File: config.mk
export PLATFORM = sky130hd
export DESIGN_NAME = dtv_pipe_reg
export DESIGN_NICKNAME = d
export VERILOG_FILES = /design/src/hw/rtl/dtv_pipe_reg.sv
export SDC_FILE = /design/constraint.sdc
export NUM_CORES = 1
export LEC_CHECK = 0
export BUFFER_PORTS_ARGS = -buffer_cell sky130_fd_sc_hd__buf_2
export CORE_AREA = 2 2 39 41
export CTS_CLUSTER_DIAMETER = 80
export DETAILED_ROUTE_END_ITERATION = 8
export DIE_AREA = 0 0 41 43
export PLACE_DENSITY = 0.45
export SYNTH_ARGS = -nofsm -noshare
export SYNTH_HDL_FRONTEND = slang
export SYNTH_SLANG_ARGS = --single-unit
File: constraint.sdc
create_clock -name clk -period 1.4 [get_ports clk]
set_clock_uncertainty 0.15 [all_clocks]
set_input_delay 0.07 -clock clk [delete_from_list [all_inputs] [get_ports clk]]
set_output_delay 0.07 -clock clk [all_outputs]
set_load 0.02 [all_outputs]
File: src/hw/rtl/dtv_pipe_reg.sv
// ----------------------------------------------------------------------------
// dtv_pipe_reg
// one pipeline register with valid/ready, fills bubbles
// ----------------------------------------------------------------------------
module dtv_pipe_reg #(
  parameter int PW = 8
) (
  input  logic          clk,
  input  logic          rst,
  input  logic          in_valid,
  output logic          in_ready,
  input  logic [PW-1:0] in_data,
  output logic          out_valid,
  input  logic          out_ready,
  output logic [PW-1:0] out_data
);

  assign in_ready = !out_valid || out_ready;

  always_ff @(posedge clk) begin
    if (rst) begin
      out_valid <= 1'b0;
    end else if (in_ready) begin
      out_valid <= in_valid;
    end
  end

  always_ff @(posedge clk) begin
    if (in_ready && in_valid) begin
      out_data <= in_data;
    end
  end

endmodule

==> impl_metrics.env <==
export IMPL_status="completed"
export IMPL_finalHoldViolations=0
export IMPL_crit_start="rst"
export IMPL_drtIter0Drc=2
export IMPL_hold_path_class="in2reg"
export IMPL_place_congestion=0.611
export IMPL_worstMarginPinSlew_ns=0.130
export IMPL_core_area_um2=1380
export IMPL_postRouteAntennaNets=0
export IMPL_grt_max_degree=9
export IMPL_min_period_ns=1.32
export IMPL_cp_slowest_stage_delay_ns=0.54
export IMPL_endpoint_kind="register"
export IMPL_fin_crit_sh_pct=94.0
export IMPL_placed_cell_area_um2=420
export IMPL_port_buffers=21
export IMPL_initial_utilization_pct=21.3
export IMPL_ys_warnings_count=0
export IMPL_clk_latency_ns=0.25
export IMPL_yosysUniqueCellTypes=6
export IMPL_tns_ns=0
export IMPL_cts_resized=0
export IMPL_grt_pass1_vias=217
export IMPL_clock_root_buffer="clkbuf_4"
export IMPL_critPathKind="in2reg"
export IMPL_clock_sinks=9
export IMPL_wl_per_cell_um=8.81
export IMPL_stdcell_count=64
export IMPL_worst_hold_startpoint="in_valid"
export IMPL_grt_setup_unrepaired="false"
export IMPL_antenna_found_initial=0
export IMPL_fin_nets=61
export IMPL_power_frac_comb_pct=14.8
export IMPL_irDropWorstVdd_v=0.000424
export IMPL_dr_pass1_iters=2
export IMPL_dp_cells=50
export IMPL_cp_common_cell="dlygate4sd3_1"
export IMPL_clkSlewWorstSetupHoldPaths_ns=0.06
export IMPL_slew_limit_headroom_pct=91.3
export IMPL_cts_max_path_buffers=2
export IMPL_num_io_pins=22
export IMPL_setup_slack_ns=0.0845
export IMPL_path_cells="dlygate4sd3_1 -> buf_2 -> a21oi_2 -> dlygate4sd3_1"
export IMPL_power_density_nw_per_um2=1080
export IMPL_syn_area_um2=295
export IMPL_yosysSeqAreaShare_pct=88.1
export IMPL_worstPathRequired_ns=1.44
export IMPL_final_common_cell="buf_2"
export IMPL_maxSlewViolCount=0
export IMPL_cap_violations=0
export IMPL_synth_seq_cells=9
export IMPL_die_y_um=43
export IMPL_crit_family="buffers and inverters"
export IMPL_syn_inst=13
export IMPL_crit_slowest_cell="dlygate4sd3_1"
export IMPL_final_cell_mix="buf_2 (21), dlygate4sd3_1 (10), edfxtp_1 (8), clkbuf_4 (3)"
export IMPL_power_leakage_nw=0.245
export IMPL_worst_path_max_fanout=1
export IMPL_routed_wl_um=564
export IMPL_r2r_start="out_valid"
export IMPL_cts_htree_levels=1
export IMPL_vias_per_cell=3.67
export IMPL_grt_overflow=0
export IMPL_grt_pass1_wl_um=786
export IMPL_grtUsageTotal_pct=7.64
export IMPL_cp_start_kind="input pin"
export IMPL_cp_arrival_ns=1.36
export IMPL_setup_viol=0
export IMPL_cts_buffers=3
export IMPL_num_vias=235
export IMPL_cts_tree="built"
export IMPL_area_growth_pct=85.2
export IMPL_syn_num_nets=25
export IMPL_die_area_um2=1760
export IMPL_cp_num_buf_inv=3
export IMPL_intPower_mw=0.466
export IMPL_sequentialPowerShare_pct=53.5
export IMPL_p_switching_mw=0.124
export IMPL_rows=14
export IMPL_drc_errors=0
export IMPL_drive_gt1_share_pct=56.3
export IMPL_die_x_um=41
export IMPL_p_sw_share_pct=21.1
export IMPL_pre_cts_ws_ns=0.344
export IMPL_fmax_mhz=760
export IMPL_num_antenna_cells=0
export IMPL_syn_area_per_cell_um2=22.7
export IMPL_clkPwrFrac_pct=31.7
export IMPL_total_power_mw=0.590
export IMPL_final_cell_area_um2=547
-- flip-flops by register name, indices dropped and copies added, names as in the netlist --
signal     count
out_data       8
out_valid      1
-- synthesized netlist by cell type --
cell type  count  area (um2)
and2_4         1        8.76
edfxtp_1       8         240
dfxtp_1        1        20.0
nand2b_4       1        13.8
inv_1          1        3.75
a21oi_2        1        8.76
-- metrics by stage --
step / hold WS [ns] / util, %
after floorplan: -0.0176 / -
after global placement: 0.0799 / 30.4
after detailed placement: 0.0860 / 30.4
after CTS: 0.0899 / 39.5
after global routing: 0.0800 / 39.5
final: 0.0849 / 39.5
-- final cells by class --
cell class | instances | area, um2
multi-input combinational | 3 | 31.3
tap | 16 | 20.0
sequential | 9 | 260
fill | 123 | 837
inverter | 1 | 3.75
timing repair buffer | 31 | 205
clock buffer | 4 | 26.3
-- logic make-up (layout without fill, tap and decap cells) --
kind of cell	after synthesis	after routing	share of synthesized area, %
compound gates	1	1	2.97
buf+inv	1	36	1.27
flops	9	9	88.1
simple gates	2	2	7.63
-- repair_timing --
item                                    in CTS  in global routing
endpoints found under the hold margin        9                  0
buffers inserted                             0                  0
hold buffers                                10                  0
endpoints found under the setup margin       0                  0
-- worst paths after layout --
| kind | to | slack [ns] | depth (start not counted) |
|---|---|---|---|
| min | out_data[7] | 0.08 | 2 |
| min reg2reg | out_data[7] | 0.60 | 2 |
| max | out_valid | 0.08 | 4 |
| max reg2reg | out_valid | 0.10 | 3 |
-- worst reg2reg max path, stage by stage, from the launching register on --
cell	delay (ns)
dfxtp_1	0.37
nand2b_4	0.07
a21oi_2	0.12
dlygate4sd3_1	0.54
-- metal layers --
layer,wire [um],track usage [%],vias to the layer above
li1,-,-,119
met1,270,6.40,97
met2,219,10.9,19
met3,74,4.71,0
met4,0,8.00,0
met5,0,0,-
-- power groups by stage --
stage | clock, mW | sequential (mW) | combinational, mW
2_1_floorplan | 0 | 0.342 | 0.0139
3_3_place_gp | 0 | 0.320 | 0.0659
3_5_place_dp | 0 | 0.321 | 0.0668
4_1_cts | 0.200 | 0.316 | 0.0887
5_1_grt | 0.221 | 0.316 | 0.0943
6_report | 0.187 | 0.316 | 0.0875
No activity file was read; power rests on OpenSTA's default activity.
