File: src/hw/rtl/dtv_pkg.sv
// ----------------------------------------------------------------------------
// dtv_pkg
// shared types and constants for the dispersion tensor pipeline
// ----------------------------------------------------------------------------
package dtv_pkg;

  localparam int DTV_DIM    = 3;
  localparam int DEN_W      = 48;
  localparam int NUM_W      = 96;
  localparam int QUO_W      = 32;
  localparam int NLANE      = 6;
  localparam int ROOT_W     = 32;

  // register indexes
  localparam logic [1:0] REG_SOURCE = 2'd0;
  localparam logic [1:0] REG_DIFF   = 2'd1;
  localparam logic [1:0] REG_ALONG  = 2'd2;
  localparam logic [1:0] REG_ATRANS = 2'd3;

  typedef logic [NLANE-1:0][DEN_W-1:0] rem_arr_t;
  typedef logic [NLANE-1:0][QUO_W-1:0] quo_arr_t;

  typedef struct packed {
    logic [2:0][31:0] mag;
    logic [2:0]       sgn;
    logic [30:0]      dp;
    logic [30:0]      al;
    logic [30:0]      at;
  } s0_t;

  typedef struct packed {
    logic [2:0][63:0] sq;
    logic [2:0][63:0] pr;
    logic [30:0]      dp;
    logic [30:0]      al;
    logic [30:0]      at;
    logic [30:0]      dmag;
    logic [2:0]       neg;
  } s1_t;

  typedef struct packed {
    logic [63:0]      sum;
    logic [2:0][63:0] rest;
    logic [2:0][63:0] sq;
    logic [2:0][63:0] pr;
    logic [30:0]      dp;
    logic [30:0]      al;
    logic [30:0]      at;
    logic [30:0]      dmag;
    logic [2:0]       neg;
  } s2_t;

  typedef struct packed {
    logic [63:0]      sum;
    logic [2:0][62:0] pal_lo;
    logic [2:0][62:0] pal_hi;
    logic [2:0][62:0] pat_lo;
    logic [2:0][62:0] pat_hi;
    logic [2:0][62:0] poff_lo;
    logic [2:0][62:0] poff_hi;
    logic [30:0]      dp;
    logic [2:0]       neg;
  } s3_t;

  typedef struct packed {
    logic [63:0]            sum;
    logic [2:0][NUM_W-1:0]  na;
    logic [2:0][NUM_W-1:0]  nb;
    logic [2:0][NUM_W-1:0]  noff;
    logic [30:0]            dp;
    logic [2:0]             neg;
  } s4_t;

  // carried alongside the square root chain
  typedef struct packed {
    logic [NLANE-1:0][NUM_W-1:0] num;
    logic [30:0]                 dp;
    logic [2:0]                  neg;
  } sq_pay_t;

  typedef struct packed {
    logic [63:0] sum;
    sq_pay_t     pay;
  } s5_t;

  // carried alongside the divider chain
  typedef struct packed {
    logic [30:0]      dp;
    logic [2:0]       neg;
    logic             zero;
    logic [NLANE-1:0] sat;
  } dv_pay_t;

endpackage

File: src/hw/rtl/dtv_sqrt_cell.sv
// ----------------------------------------------------------------------------
// dtv_sqrt_cell
// one result bit of a pipelined integer square root
// ----------------------------------------------------------------------------
module dtv_sqrt_cell
  import dtv_pkg::*;
#(
  parameter int BIT = 0,
  parameter int PW  = 8
) (
  input  logic              clk,
  input  logic              rst,
  input  logic              in_valid,
  output logic              in_ready,
  input  logic [63:0]       in_rem,
  input  logic [ROOT_W-1:0] in_root,
  input  logic [PW-1:0]     in_pay,
  output logic              out_valid,
  input  logic              out_ready,
  output logic [63:0]       out_rem,
  output logic [ROOT_W-1:0] out_root,
  output logic [PW-1:0]     out_pay
);

  logic [65:0] trial;
  logic        take;

  // trial = (2*root + 2^bit) * 2^bit, root holds only bits above this one
  always_comb begin
    trial = ({34'd0, in_root} << (BIT + 1)) + (66'd1 << (2 * BIT));
    take  = {2'b00, in_rem} >= trial;
  end

  assign in_ready = !out_valid || out_ready;

  always_ff @(posedge clk) begin
    if (rst) begin
      out_valid <= 1'b0;
    end else if (in_ready) begin
      out_valid <= in_valid;
    end
  end

  always_ff @(posedge clk) begin
    if (in_ready && in_valid) begin
      out_pay <= in_pay;
      if (take) begin
        out_rem  <= in_rem - trial[63:0];
        out_root <= in_root | (ROOT_W'(1) << BIT);
      end else begin
        out_rem  <= in_rem;
        out_root <= in_root;
      end
    end
  end

endmodule

File: config.mk
export PLATFORM = sky130hd
export DESIGN_NAME = dtv_sqrt_cell
export DESIGN_NICKNAME = d
export VERILOG_FILES = /design/src/hw/rtl/dtv_pkg.sv /design/src/hw/rtl/dtv_sqrt_cell.sv
export SDC_FILE = /design/constraint.sdc
export NUM_CORES = 1
export LEC_CHECK = 0
export BUFFER_PORTS_ARGS = -buffer_cell sky130_fd_sc_hd__buf_2
export CAP_MARGIN = 10
export CORE_UTILIZATION = 45
export CTS_BUF_LIST = sky130_fd_sc_hd__clkbuf_4
export CTS_CLUSTER_DIAMETER = 50
export CTS_CLUSTER_SIZE = 28
export DETAILED_ROUTE_END_ITERATION = 6
export PLACE_DENSITY_LB_ADDON = 0.2
export SLEW_MARGIN = 10
export SYNTH_ARGS = -nofsm -noshare
export SYNTH_HDL_FRONTEND = slang
export SYNTH_SLANG_ARGS = --single-unit
File: constraint.sdc
create_clock -name clk -period 4.2 [get_ports clk]
set_input_delay 0.21 -clock clk [delete_from_list [all_inputs] [get_ports clk]]
set_output_delay 0.21 -clock clk [all_outputs]
set_load 0.01 [all_outputs]
==> flow_summary.html <==
<table>
<tr><th>Metric</th><th>Value</th></tr>
<tr><th colspan="2">GRT</th></tr>
<tr><td>Total track usage</td><td>between 20% and 30%</td></tr>
<tr><td>Via count of the first global-routing pass</td><td>about 5300</td></tr>
<tr><td>Initial antenna violation count</td><td>1</td></tr>
<tr><td>Total grt overflow</td><td>0</td></tr>
<tr><td>Maximum number of pins on one net before global-route repair</td><td>between 50 and 60</td></tr>
<tr><td>Wire length of the first global-routing pass</td><td>25700 um</td></tr>
<tr><th colspan="2">Floorplanning</th></tr>
<tr><td>Vertical die dimension</td><td>120 um</td></tr>
<tr><td>Num rows</td><td>42</td></tr>
<tr><td>Core area</td><td>approximately 13000 sq um</td></tr>
<tr><td>Horiz. Die Dim</td><td>120 um</td></tr>
<tr><td>Initial standard-cell utilization of the core</td><td>between 40% and 50%</td></tr>
<tr><td>Area of the die</td><td>around 14000 sq um</td></tr>
<tr><td>I/O pin cnt</td><td>between 200 and 250</td></tr>
<tr><th colspan="2">Placed design</th></tr>
<tr><td>Port Buf Inserts</td><td>roughly 210</td></tr>
<tr><td>Dpl cell area</td><td>7510 sq um</td></tr>
<tr><td>Placed wire-length estimate after detailed placement</td><td>between 10000 and 15000 um</td></tr>
<tr><td>Number of placed cells counting well taps</td><td>978</td></tr>
<tr><td>GP Congestion</td><td>slightly below 0.9</td></tr>
<tr><th colspan="2">Routing</th></tr>
<tr><td>Antenna viol nets, final</td><td>0</td></tr>
<tr><td>Vias</td><td>5563</td></tr>
<tr><td>Per-cell routed wire length</td><td>15.5 um</td></tr>
<tr><td>DRC violations left</td><td>0</td></tr>
<tr><td>Drt pass-1 iters</td><td>5</td></tr>
<tr><td>Number of vias per cell after detailed routing</td><td>5.27</td></tr>
<tr><td>Final WL</td><td>16300 um</td></tr>
<tr><td>Count of routing violations after the opening detailed-route iteration</td><td>315</td></tr>
<tr><th colspan="2">Synth</th></tr>
<tr><td>Post-synthesis sequential area ratio</td><td>50.3%</td></tr>
<tr><td>Synthesized instance count</td><td>600</td></tr>
<tr><td>Net count after synthesis</td><td>around 740</td></tr>
<tr><td>Proportion of register bits with asynchronous set or reset after synthesis</td><td>0%</td></tr>
<tr><td>Ys Warns</td><td>0</td></tr>
<tr><td>Cell area after synthesis</td><td>6250 sq um</td></tr>
<tr><td>Post-synthesis register bit count</td><td>105</td></tr>
<tr><td>Mean instance size in the synthesized netlist</td><td>between 10 and 15 sq um</td></tr>
<tr><td>Count of distinct cell types in the synthesized netlist</td><td>59</td></tr>
<tr><td>Number of synthesized flops with an enable pin</td><td>104</td></tr>
<tr><td>Top FF cell, synth</td><td>edfxtp_1</td></tr>
<tr><th colspan="2">Final layout</th></tr>
<tr><td>Flip-flop and latch area</td><td>~3100 sq um</td></tr>
<tr><td>Share of the core filled with cells in the final layout</td><td>about three fifths</td></tr>
<tr><td>Area added between synthesis and finish</td><td>31.5%</td></tr>
<tr><td>Post-route cell area</td><td>between 8000 and 9000 sq um</td></tr>
<tr><td>Nets@finish</td><td>a little over 1000</td></tr>
<tr><td>Highest-count cells in the layout ignoring fill and taps</td><td>buf_2 (213), edfxtp_1 (104), nand2_1 (65)</td></tr>
<tr><td>Final cell count without fillers</td><td>roughly 1100</td></tr>
<tr><td>Filler instances</td><td>roughly 1200</td></tr>
<tr><td>Fraction of layout cells with a size suffix above 1</td><td>28.7%</td></tr>
<tr><td>Footprint of the multi-input gates</td><td>between 2000 and 3000 sq um</td></tr>
<tr><td>Most frequent standard cell in the layout excluding fill and tap cells</td><td>buf_2</td></tr>
<tr><th colspan="2">Power</th></tr>
<tr><td>Total design power</td><td>2.41 mW</td></tr>
<tr><td>Leakage</td><td>approximately 3.4 nW</td></tr>
<tr><td>Power per cell area</td><td>roughly 290 nW/um^2</td></tr>
<tr><td>Worst supply voltage drop on vdd</td><td>around 0.15 mV</td></tr>
<tr><th colspan="2">Clocking</th></tr>
<tr><td>CTS root buf</td><td>clkbuf_4</td></tr>
<tr><td>CTS Buf Count</td><td>9</td></tr>
<tr><td>Sink Count</td><td>between 100 and 150</td></tr>
<tr><td>CTS H-Tree Depth</td><td>3</td></tr>
<tr><td>Longest Clk Path Bufs</td><td>2</td></tr>
<tr><td>CTS resizes</td><td>0</td></tr>
<tr><td>Clock slew seen by the registers of the worst setup and hold paths</td><td>between 150 and 200 ps</td></tr>
<tr><td>TritonCTS clock tree</td><td>built</td></tr>
<tr><td>Clock latency at the later pin of the worst-skew pair</td><td>~490 ps</td></tr>
<tr><th colspan="2">Critical path</th></tr>
<tr><td>Critical-path maximum fanout</td><td>19</td></tr>
<tr><td>Critical path launch point type</td><td>input pin</td></tr>
<tr><td>Worst Setup End Kind</td><td>flop</td></tr>
<tr><td>Required time at the endpoint of the critical path</td><td>4470 ps</td></tr>
<tr><td>Kind of critical path</td><td>in -&gt; reg</td></tr>
<tr><td>Endpoint arrival time on the critical path</td><td>approximately 4200 ps</td></tr>
<tr><td>FF-to-FF Start</td><td>out_valid</td></tr>
<tr><td>R2R cell count</td><td>3</td></tr>
<tr><td>Crit path from</td><td>in_root[31]</td></tr>
<tr><th colspan="2">STA</th></tr>
<tr><td>Count of final max-slew check failures</td><td>0</td></tr>
<tr><td>Final setup skew</td><td>approximately 11 ps</td></tr>
<tr><td>Final worst-path cycle share</td><td>between 90% and 100%</td></tr>
<tr><td>Minimum period implied by the final worst setup slack</td><td>3910 ps</td></tr>
<tr><td>Actual transition at the worst max-transition pin</td><td>roughly 750 ps</td></tr>
<tr><td>Final hold violation count</td><td>0</td></tr>
<tr><td>Final sum of negative setup slack</td><td>0 ps</td></tr>
<tr><td>Fmax achieved</td><td>~0.26 GHz</td></tr>
<tr><td>Final setup fails</td><td>0</td></tr>
<tr><td>Worst-case headroom to the max-slew limit</td><td>between 40% and 50%</td></tr>
<tr><td>RSZ-0062 raised after global routing</td><td>false</td></tr>
<tr><th colspan="2">Min path</th></tr>
<tr><td>Worst Hold Depth</td><td>3</td></tr>
<tr><td>Beginning of the worst hold path</td><td>in_rem[32]</td></tr>
<tr><td>Hold WC Path Type</td><td>in -&gt; reg</td></tr>
<tr><th colspan="2">Job</th></tr>
<tr><td>Max Cap Viol</td><td>0</td></tr>
<tr><th colspan="2">Outcome</th></tr>
<tr><td>Result of the run</td><td>finished, final reports clean</td></tr>
</table>
area by class of cell:
| type | instances | share of cell area [%] |
|---|---|---|
| flip-flops and latches | 105 | 38.2 |
| multi-input cells | 435 | 34.9 |
| repair buffers | 280 | 20.9 |
| well taps | 176 | 2.68 |
| inverters | 42 | 1.92 |
| clock buffers | 9 | 0.822 |
| clock inverters | 7 | 0.563 |
| diodes | 1 | 0.0304 |
critical path: stages:
cell and delay [ps]:
dlygate4sd3_1 520, buf_2 110, inv_1 40, ha_1 410, or4b_1 520, or4_1 570, or2_2 290, o22ai_1 340
nor3_4 70, buf_4 220, nor3_2 480, o311ai_2 220, xnor2_1 160
repair_timing:
| item | in CTS | in global routing |
|---|---|---|
| endpoints found under the hold margin | 59 | 0 |
| buffers inserted | 0 | 0 |
| hold buffers | 60 | 0 |
metrics by stage:
| step | hold slack (ps) | setup slack [ps] |
|---|---|---|
| global placement | 364 | 416 |
| floorplan | 279 | 798 |
| CTS | 0.227 | 335 |
| detailed placement | 378 | 315 |
| global route | 9.27 | 92.1 |
| finish | 10.3 | 289 |
registers in the layout, summed over array words and instances (netlist names):
register / flops
out_root: 32
out_rem: 64
out_pay: 8
out_valid: 1
synthesized netlist by cell type (5+ instances only):
| cell | count | share of area [%] |
|---|---|---|
| a21o_1 | 8 | 0.96 |
| nand4_1 | 17 | 1.7 |
| clkbuf_1 | 9 | 0.54 |
| nor4_1 | 8 | 0.80 |
| o21bai_1 | 6 | 0.72 |
| ha_1 | 33 | 6.6 |
| or3_1 | 9 | 0.90 |
| inv_1 | 42 | 2.5 |
| a21oi_1 | 42 | 3.4 |
| or4_1 | 8 | 0.96 |
| and3_1 | 5 | 0.50 |
| xor2_1 | 25 | 3.5 |
| nand3_1 | 12 | 0.96 |
| xnor2_1 | 36 | 5.0 |
| o21ai_0 | 47 | 3.8 |
| or2_2 | 6 | 0.60 |
| nor2_1 | 33 | 2.0 |
| edfxtp_1 | 104 | 50 |
| nand2_1 | 65 | 3.9 |
| nor3_1 | 19 | 1.5 |
layer usage:
| layer | global-route usage [%] | part of all wire (%) |
|---|---|---|
| met4 | 10.5 | 2.5 |
| met2 | 36.0 | 45 |
| met1 | 30.5 | 45 |
| met3 | 4.47 | 7.5 |
| met5 | 0 | 0 |
logic make-up after synthesis:
logic type,Yosys count,share of synthesized area (%)
AO/OA/AOI/OAI,137,13.6
multiplexers,4,0.721
adder cells (fa/ha/maj),34,6.93
AND/OR/NAND/NOR,199,16.0
flip-flops,105,50.3
XOR/XNOR,61,8.55
buffers and inverters,60,4.00
worst paths after layout:
check / end / slack, ps
min reg2reg: out_valid / 1080
max: out_rem[62] / 290
min: out_rem[32] / 10
max reg2reg: out_pay[7] / 2310
power by group:
| part | switching [mW] | internal (mW) |
|---|---|---|
| clock | 0.343 | 0.121 |
| combinational | 0.371 | 0.289 |
| sequential | 0.0210 | 1.27 |
Power figures use the tool's default switching activity.
