--- config.mk ---
export PLATFORM = sky130hd
export DESIGN_NAME = dtv_div_cell
export DESIGN_NICKNAME = d
export VERILOG_FILES = /design/src/hw/rtl/dtv_pkg.sv /design/src/hw/rtl/dtv_div_cell.sv
export SDC_FILE = /design/constraint.sdc
export NUM_CORES = 1
export LEC_CHECK = 0
export BUFFER_PORTS_ARGS = -buffer_cell sky130_fd_sc_hd__buf_2
export CAP_MARGIN = 40
export CORE_AREA = 2 2 574 576
export CTS_BUF_LIST = sky130_fd_sc_hd__clkbuf_4 sky130_fd_sc_hd__clkbuf_8
export DETAILED_ROUTE_END_ITERATION = 16
export DIE_AREA = 0 0 576 578
export HOLD_SLACK_MARGIN = 0.06
export PLACE_DENSITY = 0.39
export SYNTH_ARGS = -nofsm -noshare
export SYNTH_HDL_FRONTEND = slang
export SYNTH_SLANG_ARGS = --single-unit
--- constraint.sdc ---
create_clock -name clk -period 17.36 [get_ports clk]
set_input_delay 0.868 -clock clk [delete_from_list [all_inputs] [get_ports clk]]
set_output_delay 0.868 -clock clk [all_outputs]
set_load 0.005 [all_outputs]
--- src/hw/rtl/dtv_pkg.sv ---
// ----------------------------------------------------------------------------
// dtv_pkg
// shared types and constants for the dispersion tensor pipeline
// ----------------------------------------------------------------------------
package dtv_pkg;

  localparam int DTV_DIM    = 3;
  localparam int DEN_W      = 48;
  localparam int NUM_W      = 96;
  localparam int QUO_W      = 32;
  localparam int NLANE      = 6;
  localparam int ROOT_W     = 32;

  // register indexes
  localparam logic [1:0] REG_SOURCE = 2'd0;
  localparam logic [1:0] REG_DIFF   = 2'd1;
  localparam logic [1:0] REG_ALONG  = 2'd2;
  localparam logic [1:0] REG_ATRANS = 2'd3;

  typedef logic [NLANE-1:0][DEN_W-1:0] rem_arr_t;
  typedef logic [NLANE-1:0][QUO_W-1:0] quo_arr_t;

  typedef struct packed {
    logic [2:0][31:0] mag;
    logic [2:0]       sgn;
    logic [30:0]      dp;
    logic [30:0]      al;
    logic [30:0]      at;
  } s0_t;

  typedef struct packed {
    logic [2:0][63:0] sq;
    logic [2:0][63:0] pr;
    logic [30:0]      dp;
    logic [30:0]      al;
    logic [30:0]      at;
    logic [30:0]      dmag;
    logic [2:0]       neg;
  } s1_t;

  typedef struct packed {
    logic [63:0]      sum;
    logic [2:0][63:0] rest;
    logic [2:0][63:0] sq;
    logic [2:0][63:0] pr;
    logic [30:0]      dp;
    logic [30:0]      al;
    logic [30:0]      at;
    logic [30:0]      dmag;
    logic [2:0]       neg;
  } s2_t;

  typedef struct packed {
    logic [63:0]      sum;
    logic [2:0][62:0] pal_lo;
    logic [2:0][62:0] pal_hi;
    logic [2:0][62:0] pat_lo;
    logic [2:0][62:0] pat_hi;
    logic [2:0][62:0] poff_lo;
    logic [2:0][62:0] poff_hi;
    logic [30:0]      dp;
    logic [2:0]       neg;
  } s3_t;

  typedef struct packed {
    logic [63:0]            sum;
    logic [2:0][NUM_W-1:0]  na;
    logic [2:0][NUM_W-1:0]  nb;
    logic [2:0][NUM_W-1:0]  noff;
    logic [30:0]            dp;
    logic [2:0]             neg;
  } s4_t;

  // carried alongside the square root chain
  typedef struct packed {
    logic [NLANE-1:0][NUM_W-1:0] num;
    logic [30:0]                 dp;
    logic [2:0]                  neg;
  } sq_pay_t;

  typedef struct packed {
    logic [63:0] sum;
    sq_pay_t     pay;
  } s5_t;

  // carried alongside the divider chain
  typedef struct packed {
    logic [30:0]      dp;
    logic [2:0]       neg;
    logic             zero;
    logic [NLANE-1:0] sat;
  } dv_pay_t;

endpackage

--- src/hw/rtl/dtv_div_cell.sv ---
// ----------------------------------------------------------------------------
// dtv_div_cell
// one quotient bit of six restoring divisions by a shared divisor
// ----------------------------------------------------------------------------
module dtv_div_cell
  import dtv_pkg::*;
#(
  parameter int PW = 8
) (
  input  logic             clk,
  input  logic             rst,
  input  logic             in_valid,
  output logic             in_ready,
  input  logic [DEN_W-1:0] in_den,
  input  rem_arr_t         in_rem,
  input  quo_arr_t         in_lo,
  input  quo_arr_t         in_quo,
  input  logic [PW-1:0]    in_pay,
  output logic             out_valid,
  input  logic             out_ready,
  output logic [DEN_W-1:0] out_den,
  output rem_arr_t         out_rem,
  output quo_arr_t         out_lo,
  output quo_arr_t         out_quo,
  output logic [PW-1:0]    out_pay
);

  rem_arr_t rem_next;
  quo_arr_t quo_next;
  quo_arr_t lo_next;

  always_comb begin
    logic [DEN_W:0] t;
    for (int k = 0; k < NLANE; k++) begin
      t = {in_rem[k], in_lo[k][QUO_W-1]};
      lo_next[k] = {in_lo[k][QUO_W-2:0], 1'b0};
      if (t >= {1'b0, in_den}) begin
        rem_next[k] = DEN_W'(t - {1'b0, in_den});
        quo_next[k] = {in_quo[k][QUO_W-2:0], 1'b1};
      end else begin
        rem_next[k] = t[DEN_W-1:0];
        quo_next[k] = {in_quo[k][QUO_W-2:0], 1'b0};
      end
    end
  end

  assign in_ready = !out_valid || out_ready;

  always_ff @(posedge clk) begin
    if (rst) begin
      out_valid <= 1'b0;
    end else if (in_ready) begin
      out_valid <= in_valid;
    end
  end

  always_ff @(posedge clk) begin
    if (in_ready && in_valid) begin
      out_den <= in_den;
      out_rem <= rem_next;
      out_lo  <= lo_next;
      out_quo <= quo_next;
      out_pay <= in_pay;
    end
  end

endmodule

==> results.json, run 1 <==
{
  "vias_per_cell": 3.88,
  "fp.dieW_microns": 576,
  "finalClockSkew_ps": 119,
  "netlist_instances": 3627,
  "final_antenna_net_count": 0,
  "powerDensity_nw_per_um2": 94.9,
  "rows": 210,
  "drt_iter0_drc": 2649,
  "grt_max_degree": 74,
  "antenna_found_initial": 140,
  "synth_warnings": 0,
  "start_kind": "input port",
  "nNetsFinal": 6624,
  "synth-seq-area-share_pct": 53.6,
  "end_kind": "flop",
  "grt_pass1_vias": 38934,
  "finalCriticalPeriod_ps": 5610,
  "setup.worst_path.class": "input port to flop",
  "arrival_ps": 6300,
  "drc_errors": 0,
  "fp.dieH_microns": 578,
  "synth.distinct_cells": 83,
  "cpPeakStageDelay_ps": 580,
  "final_util_pct": 18.8,
  "p_leak_nw": 25.1,
  "cp_cell_sequence": "dlygate4sd3_1 > buf_2 > inv_2 > buf_16 > ha_1 > nand3_1 > o21bai_1 > a2111oi_1 > or4b_1 > a31oi_4 > o31ai_2 > a31oi_1 > o31ai_1 > a211o_2 > buf_4 > mux2_2",
  "fin_tns_setup_ps": 0,
  "coreArea_sq_um": 326000,
  "cp_max_fo": 56,
  "critPathRequiredTime_ps": 18050,
  "drive_gt1_share_pct": 33.0,
  "async_flop_share_pct": 0,
  "fin_crit_sh_pct": 32.3,
  "die_area_sq_um": 333000,
  "syn_avg_cell_area_sq_um": 11.2,
  "gp_congestion": 0.870,
  "hold_violations": 0,
  "syn_to_final_growth_pct": 51.4,
  "ys_seq_elements": 723,
  "io_buffers": 1449,
  "wl_per_cell_microns": 30.1,
  "relSlewSlack_pct": 39.2,
  "clock-sinks": 723,
  "cts_root_buf": "clkbuf_8",
  "fmax_mhz": 178,
  "tightest_slew_ps": 904,
  "min_path_type": "input port to flop",
  "grt_pass1_wl_mm": 380,
  "cts_buffers": 162,
  "final_max_slew_viol_count": 0,
  "vias": 39171,
  "drv_cap": 0,
  "num-fill-cells": 36430,
  "initial_utilization_pct": 12.4,
  "dp_hpwl_mm": 251,
  "ys.flop_type": "edfxtp_1",
  "pin_count": 1462,
  "ir_worst_vdd_uv": 59.7,
  "drtPass1Iterations": 6,
  "clockBufferDepth": 4,
  "cts_tree": "done",
  "slowest_stage": "buf_4",
  "grt_remaining_overflow": 0,
  "synth_edf_count": 722,
  "status": "finished clean",
  "cts.clk_slew.worst_paths_ps": 60,
  "rsz0062_at_grt": "no",
  "grt_usage_pct": 17.4,
  "critPathTopFamily": "compound AO/OA/AOI/OAI gates",
  "drt_wl_total_mm": 304,
  "clk_latency_ps": 1000,
  "cp.buffers_inverters": 5,
  "htree_levels": 4,
  "syn-cell-area_sq_um": 40500,
  "finalSetupViolCount": 0
}
==> routing by layer <==
metal | GRT usage, % | routed length [microns]
met5 | 0 | 389
met4 | 9.72 | 18200
met3 | 3.93 | 19000
met2 | 31.0 | 153000
met1 | 18.9 | 114000
==> layout make-up <==
cell class	instances	area, sq um	area share, %
antenna	38	95.1	0.155
multi-input combinational	2644	17800	29.0
tap	4346	5440	8.87
clock buffer	201	2530	4.14
inverter	132	495	0.809
clock inverter	84	816	1.33
timing repair buffer	1935	12400	20.3
sequential	723	21700	35.4
==> kinds of logic after synthesis <==
family,count (synthesis),share of synthesized area (%)
compound gates,1153,17.5
simple gates,876,9.93
xor+xnor,261,5.65
buf+inv,265,2.62
fa+ha+maj,294,9.20
other cells,1,0.00926
flops,723,53.6
mux,54,1.50
==> final timing paths <==
check | to | startpoint | slack, ps | depth (start not counted)
setup reg to reg | out_lo[84]$_DFFE_PP_ | out_valid$_SDFFE_PP0N_ | 13170 | 6
hold reg to reg | out_valid$_SDFFE_PP0N_ | out_valid$_SDFFE_PP0N_ | 520 | 2
hold / removal | out_quo[70]$_DFFE_PP_ | in_quo[69] | 220 | 1
setup / recovery | out_rem[47]$_DFFE_PP_ | in_den[2] | 11750 | 16
==> cells in the final DEF (no fill, tap or decap), types with 11 or more instances in the layout <==
master and count:
bufinv_16 14, mux2_2 46, o21a_1 42, a21o_1 150, clkinv_1 35, nor2b_1 36
o211ai_1 19, nand3_1 53, clkbuf_4 37, diode_2 38, clkinv_2 21, inv_1 84
xor2_1 115, nor2_1 288, and3_1 27, clkbuf_8 164, buf_16 15, nor4_1 18
buf_12 13, a21oi_1 443, edfxtp_1 722, nor3_1 37, ha_1 288, dlygate4sd3_1 422
nand4_1 59, nand2b_1 35, o31ai_1 25, a211oi_1 23, o21bai_1 42, a31oi_1 44
inv_2 48, xnor2_1 146, o21ai_0 238, buf_2 1450, a211o_1 12, buf_4 35
a21boi_0 11, nand2_1 272
==> power by group <==
part           internal [mW]  switching, mW
sequential              2.13         0.0874
combinational          0.559          0.895
clock                   1.18          0.969
total                   3.87           1.95
==> cell usage after synthesis, types with 44 or more instances <==
library cell | number | area share (%)
o21ai_0 | 238 | 2.9
mux2_2 | 46 | 1.3
a21oi_1 | 443 | 5.5
a31oi_1 | 44 | 0.68
clkbuf_1 | 98 | 0.91
nand4_1 | 59 | 0.91
nand2_1 | 272 | 2.5
nand3_1 | 53 | 0.66
nor2_1 | 288 | 2.7
ha_1 | 288 | 8.9
xor2_1 | 115 | 2.5
inv_1 | 132 | 1.2
edfxtp_1 | 722 | 54
xnor2_1 | 146 | 3.2
a21o_1 | 150 | 2.8
==> flip-flops by register name, indices dropped and copies added, names as in the netlist <==
| name | flops |
|---|---|
| out_den | 48 |
| out_lo | 186 |
| out_pay | 8 |
| out_quo | 192 |
| out_rem | 288 |
| out_valid | 1 |
==> metrics by stage <==
stage	cell area, sq um	hold slack, ps	total power, mW	setup slack, ps	instances
after floorplan	40500	522	2.91	7070	3632
after global placement	52900	504	3.62	11180	9329
after detailed placement	53600	514	3.63	11190	9358
after CTS	61200	62.4	5.95	11820	10065
after global routing	61200	121	6.09	11560	10090
final	61300	222	5.82	11750	10103
==> what timing repair did <==
action / CTS / global route
hold buffers: 422 / 0
gates resized for setup: 0 / 0
hold endpoints to repair: 422 / 0
setup buffers: 0 / 0
endpoints found under the setup margin: 0 / 0
(Power assumes the default switching activity.)
==> inputs of run 2 (changes only) <==
clock period = 5.59 ns   (was 17.36 ns; I/O delays follow)
==> results.json, run 2 (synthesized netlist as in run 1, its figures left out) <==
{
  "htree_levels": 4,
  "drtPass1Iterations": 6,
  "io_buffers": 1449,
  "net-switching-power_mw": 6.22,
  "final_antenna_net_count": 0,
  "r2r_cells": 3,
  "initial_utilization_pct": 12.4,
  "nNetsFinal": 7605,
  "wl_per_cell_microns": 28.1,
  "cts_buffers": 164,
  "stdcell_area_sq_um": 70600,
  "finalClockSkew_ps": 128,
  "cts_resized": 0,
  "drt_iter0_drc": 2819,
  "layout_common_cells": "buf_2 (1449), dlygate4sd3_1 (1374), edfxtp_1 (722)",
  "setup.worst_path.class": "input port to flop",
  "vias": 43173,
  "final_max_slew_viol_count": 0,
  "p_int_mw": 12.3,
  "ir_worst_vdd_uv": 247,
  "reg.largest.list": "out_rem: 288 flops, out_quo: 192 flops, out_lo: 186 flops",
  "combPwrFrac_pct": 28.7,
  "gp_congestion": 0.887,
  "critPathRequiredTime_ps": 6450,
  "grt_pass1_vias": 43086,
  "critical_path.startpoint": "in_den[1]",
  "clk_latency_ps": 1000,
  "powerDensity_nw_per_um2": 263,
  "clockBufferDepth": 4,
  "rows": 210,
  "pin_count": 1462,
  "status": "finished clean",
  "cts_root_buf": "clkbuf_8",
  "whs_path_depth": 2,
  "p_leak_nw": 29.0,
  "final_util_pct": 21.6,
  "finalSetupViolCount": 0,
  "reg2reg_from": "out_valid$_SDFFE_PP0N_",
  "hold_path.startpoint": "in_lo[161]",
  "drv_cap": 0,
  "drive_gt1_share_pct": 28.5,
  "fin_crit_sh_pct": 96.0,
  "final_common_cell": "buf_2",
  "hold_violations": 0,
  "die_area_sq_um": 333000,
  "min_path_type": "input port to flop",
  "grt_pass1_wl_mm": 397,
  "p_total_mw": 18.5,
  "arrival_ps": 6230,
  "relSlewSlack_pct": 35.1,
  "drt_wl_total_mm": 312,
  "vias_per_cell": 3.89,
  "clock-sinks": 723,
  "seqPwrFrac_pct": 37.2,
  "cts.clk_slew.worst_paths_ps": 60,
  "top_register": "out_rem",
  "grt_remaining_overflow": 0,
  "clkPwrFrac_pct": 34.0,
  "grt_usage_pct": 17.9,
  "end_kind": "flop",
  "postPlaceCellArea_sq_um": 53600,
  "seq_area_sq_um": 21700,
  "start_kind": "input port",
  "coreArea_sq_um": 326000,
  "drc_errors": 0,
  "fp.dieH_microns": 578,
  "finalCriticalPeriod_ps": 5360,
  "multi_input_area_sq_um": 17800,
  "antenna_found_initial": 96,
  "tightest_slew_ps": 973,
  "fmax_mhz": 186,
  "rsz0062_at_grt": "no",
  "syn_to_final_growth_pct": 74.5,
  "cp_max_fo": 24,
  "dp_hpwl_mm": 255,
  "largest_reg_flops": 288,
  "num-fill-cells": 35794,
  "fp.dieW_microns": 576,
  "switching_share_pct": 33.6,
  "grt_max_degree": 132,
  "cts_tree": "done"
}
run 2: power by group through the flow:
stage	Combinational (mW)	Clock, mW	Sequential [mW]
6_report	5.33	6.31	6.90
5_1_grt	5.72	6.79	6.93
4_1_cts	5.37	6.60	6.92
3_5_place_dp	4.31	0	7.01
3_3_place_gp	4.31	0	7.03
2_1_floorplan	2.04	0	6.96
run 2: area by class of cell:
cell class / count / area share (%)
Timing Repair Buffer: 2914 / 31.0
Tap cell: 4346 / 7.70
Clock buffer: 202 / 3.61
Multi-Input combinational cell: 2644 / 25.2
Inverter: 132 / 0.702
Sequential cell: 723 / 30.7
Clock inverter: 84 / 0.852
Antenna cell: 51 / 0.181
run 2: what timing repair did:
item,CTS,global route
hold buffers,1374,0
buffers inserted,0,0
endpoints found under the hold margin,722,0
run 2: worst max-delay path: stages:
cell and delay [ps]:
dlygate4sd3_1 520, buf_2 140, inv_2 600, buf_4 230, ha_1 240, nor2b_1 150
o31a_1 280, o21ai_0 320, a211o_1 230, a21boi_0 170, o31ai_1 410, or2_2 210
o21ai_1 140, a41oi_4 610, buf_4 380, nand2_1 90, dlygate4sd3_1 560, o21ai_0 80
dlygate4sd3_1 570
run 2: worst paths after layout:
check | end | slack, ps
min | out_lo[162]$_DFFE_PP_ | 210
max | out_rem[229]$_DFFE_PP_ | 230
max reg2reg | out_lo[73]$_DFFE_PP_ | 3530
min reg2reg | out_valid$_SDFFE_PP0N_ | 1080
run 2: layer usage:
| layer | up-vias | part of all wire (%) | track usage (%) |
|---|---|---|---|
| met4 | 38 | 6.0 | 9.45 |
| met5 | - | 0.078 | 0 |
| met2 | 1779 | 50 | 32.3 |
| li1 | 19686 | - | - |
| met3 | 468 | 6.0 | 3.64 |
| met1 | 21202 | 38 | 19.5 |
run 2: metrics by stage:
stage                     setup WS (ps)  hold slack (ps)  std cells  setup TNS, ps
after CTS                           462             66.3      11045              0
after global routing               44.0              128      11063              0
after global placement              562              434       9378              0
after detailed placement            714              436       9385              0
final                               226              214      11096              0
after floorplan                    -314              341       3632        -226530
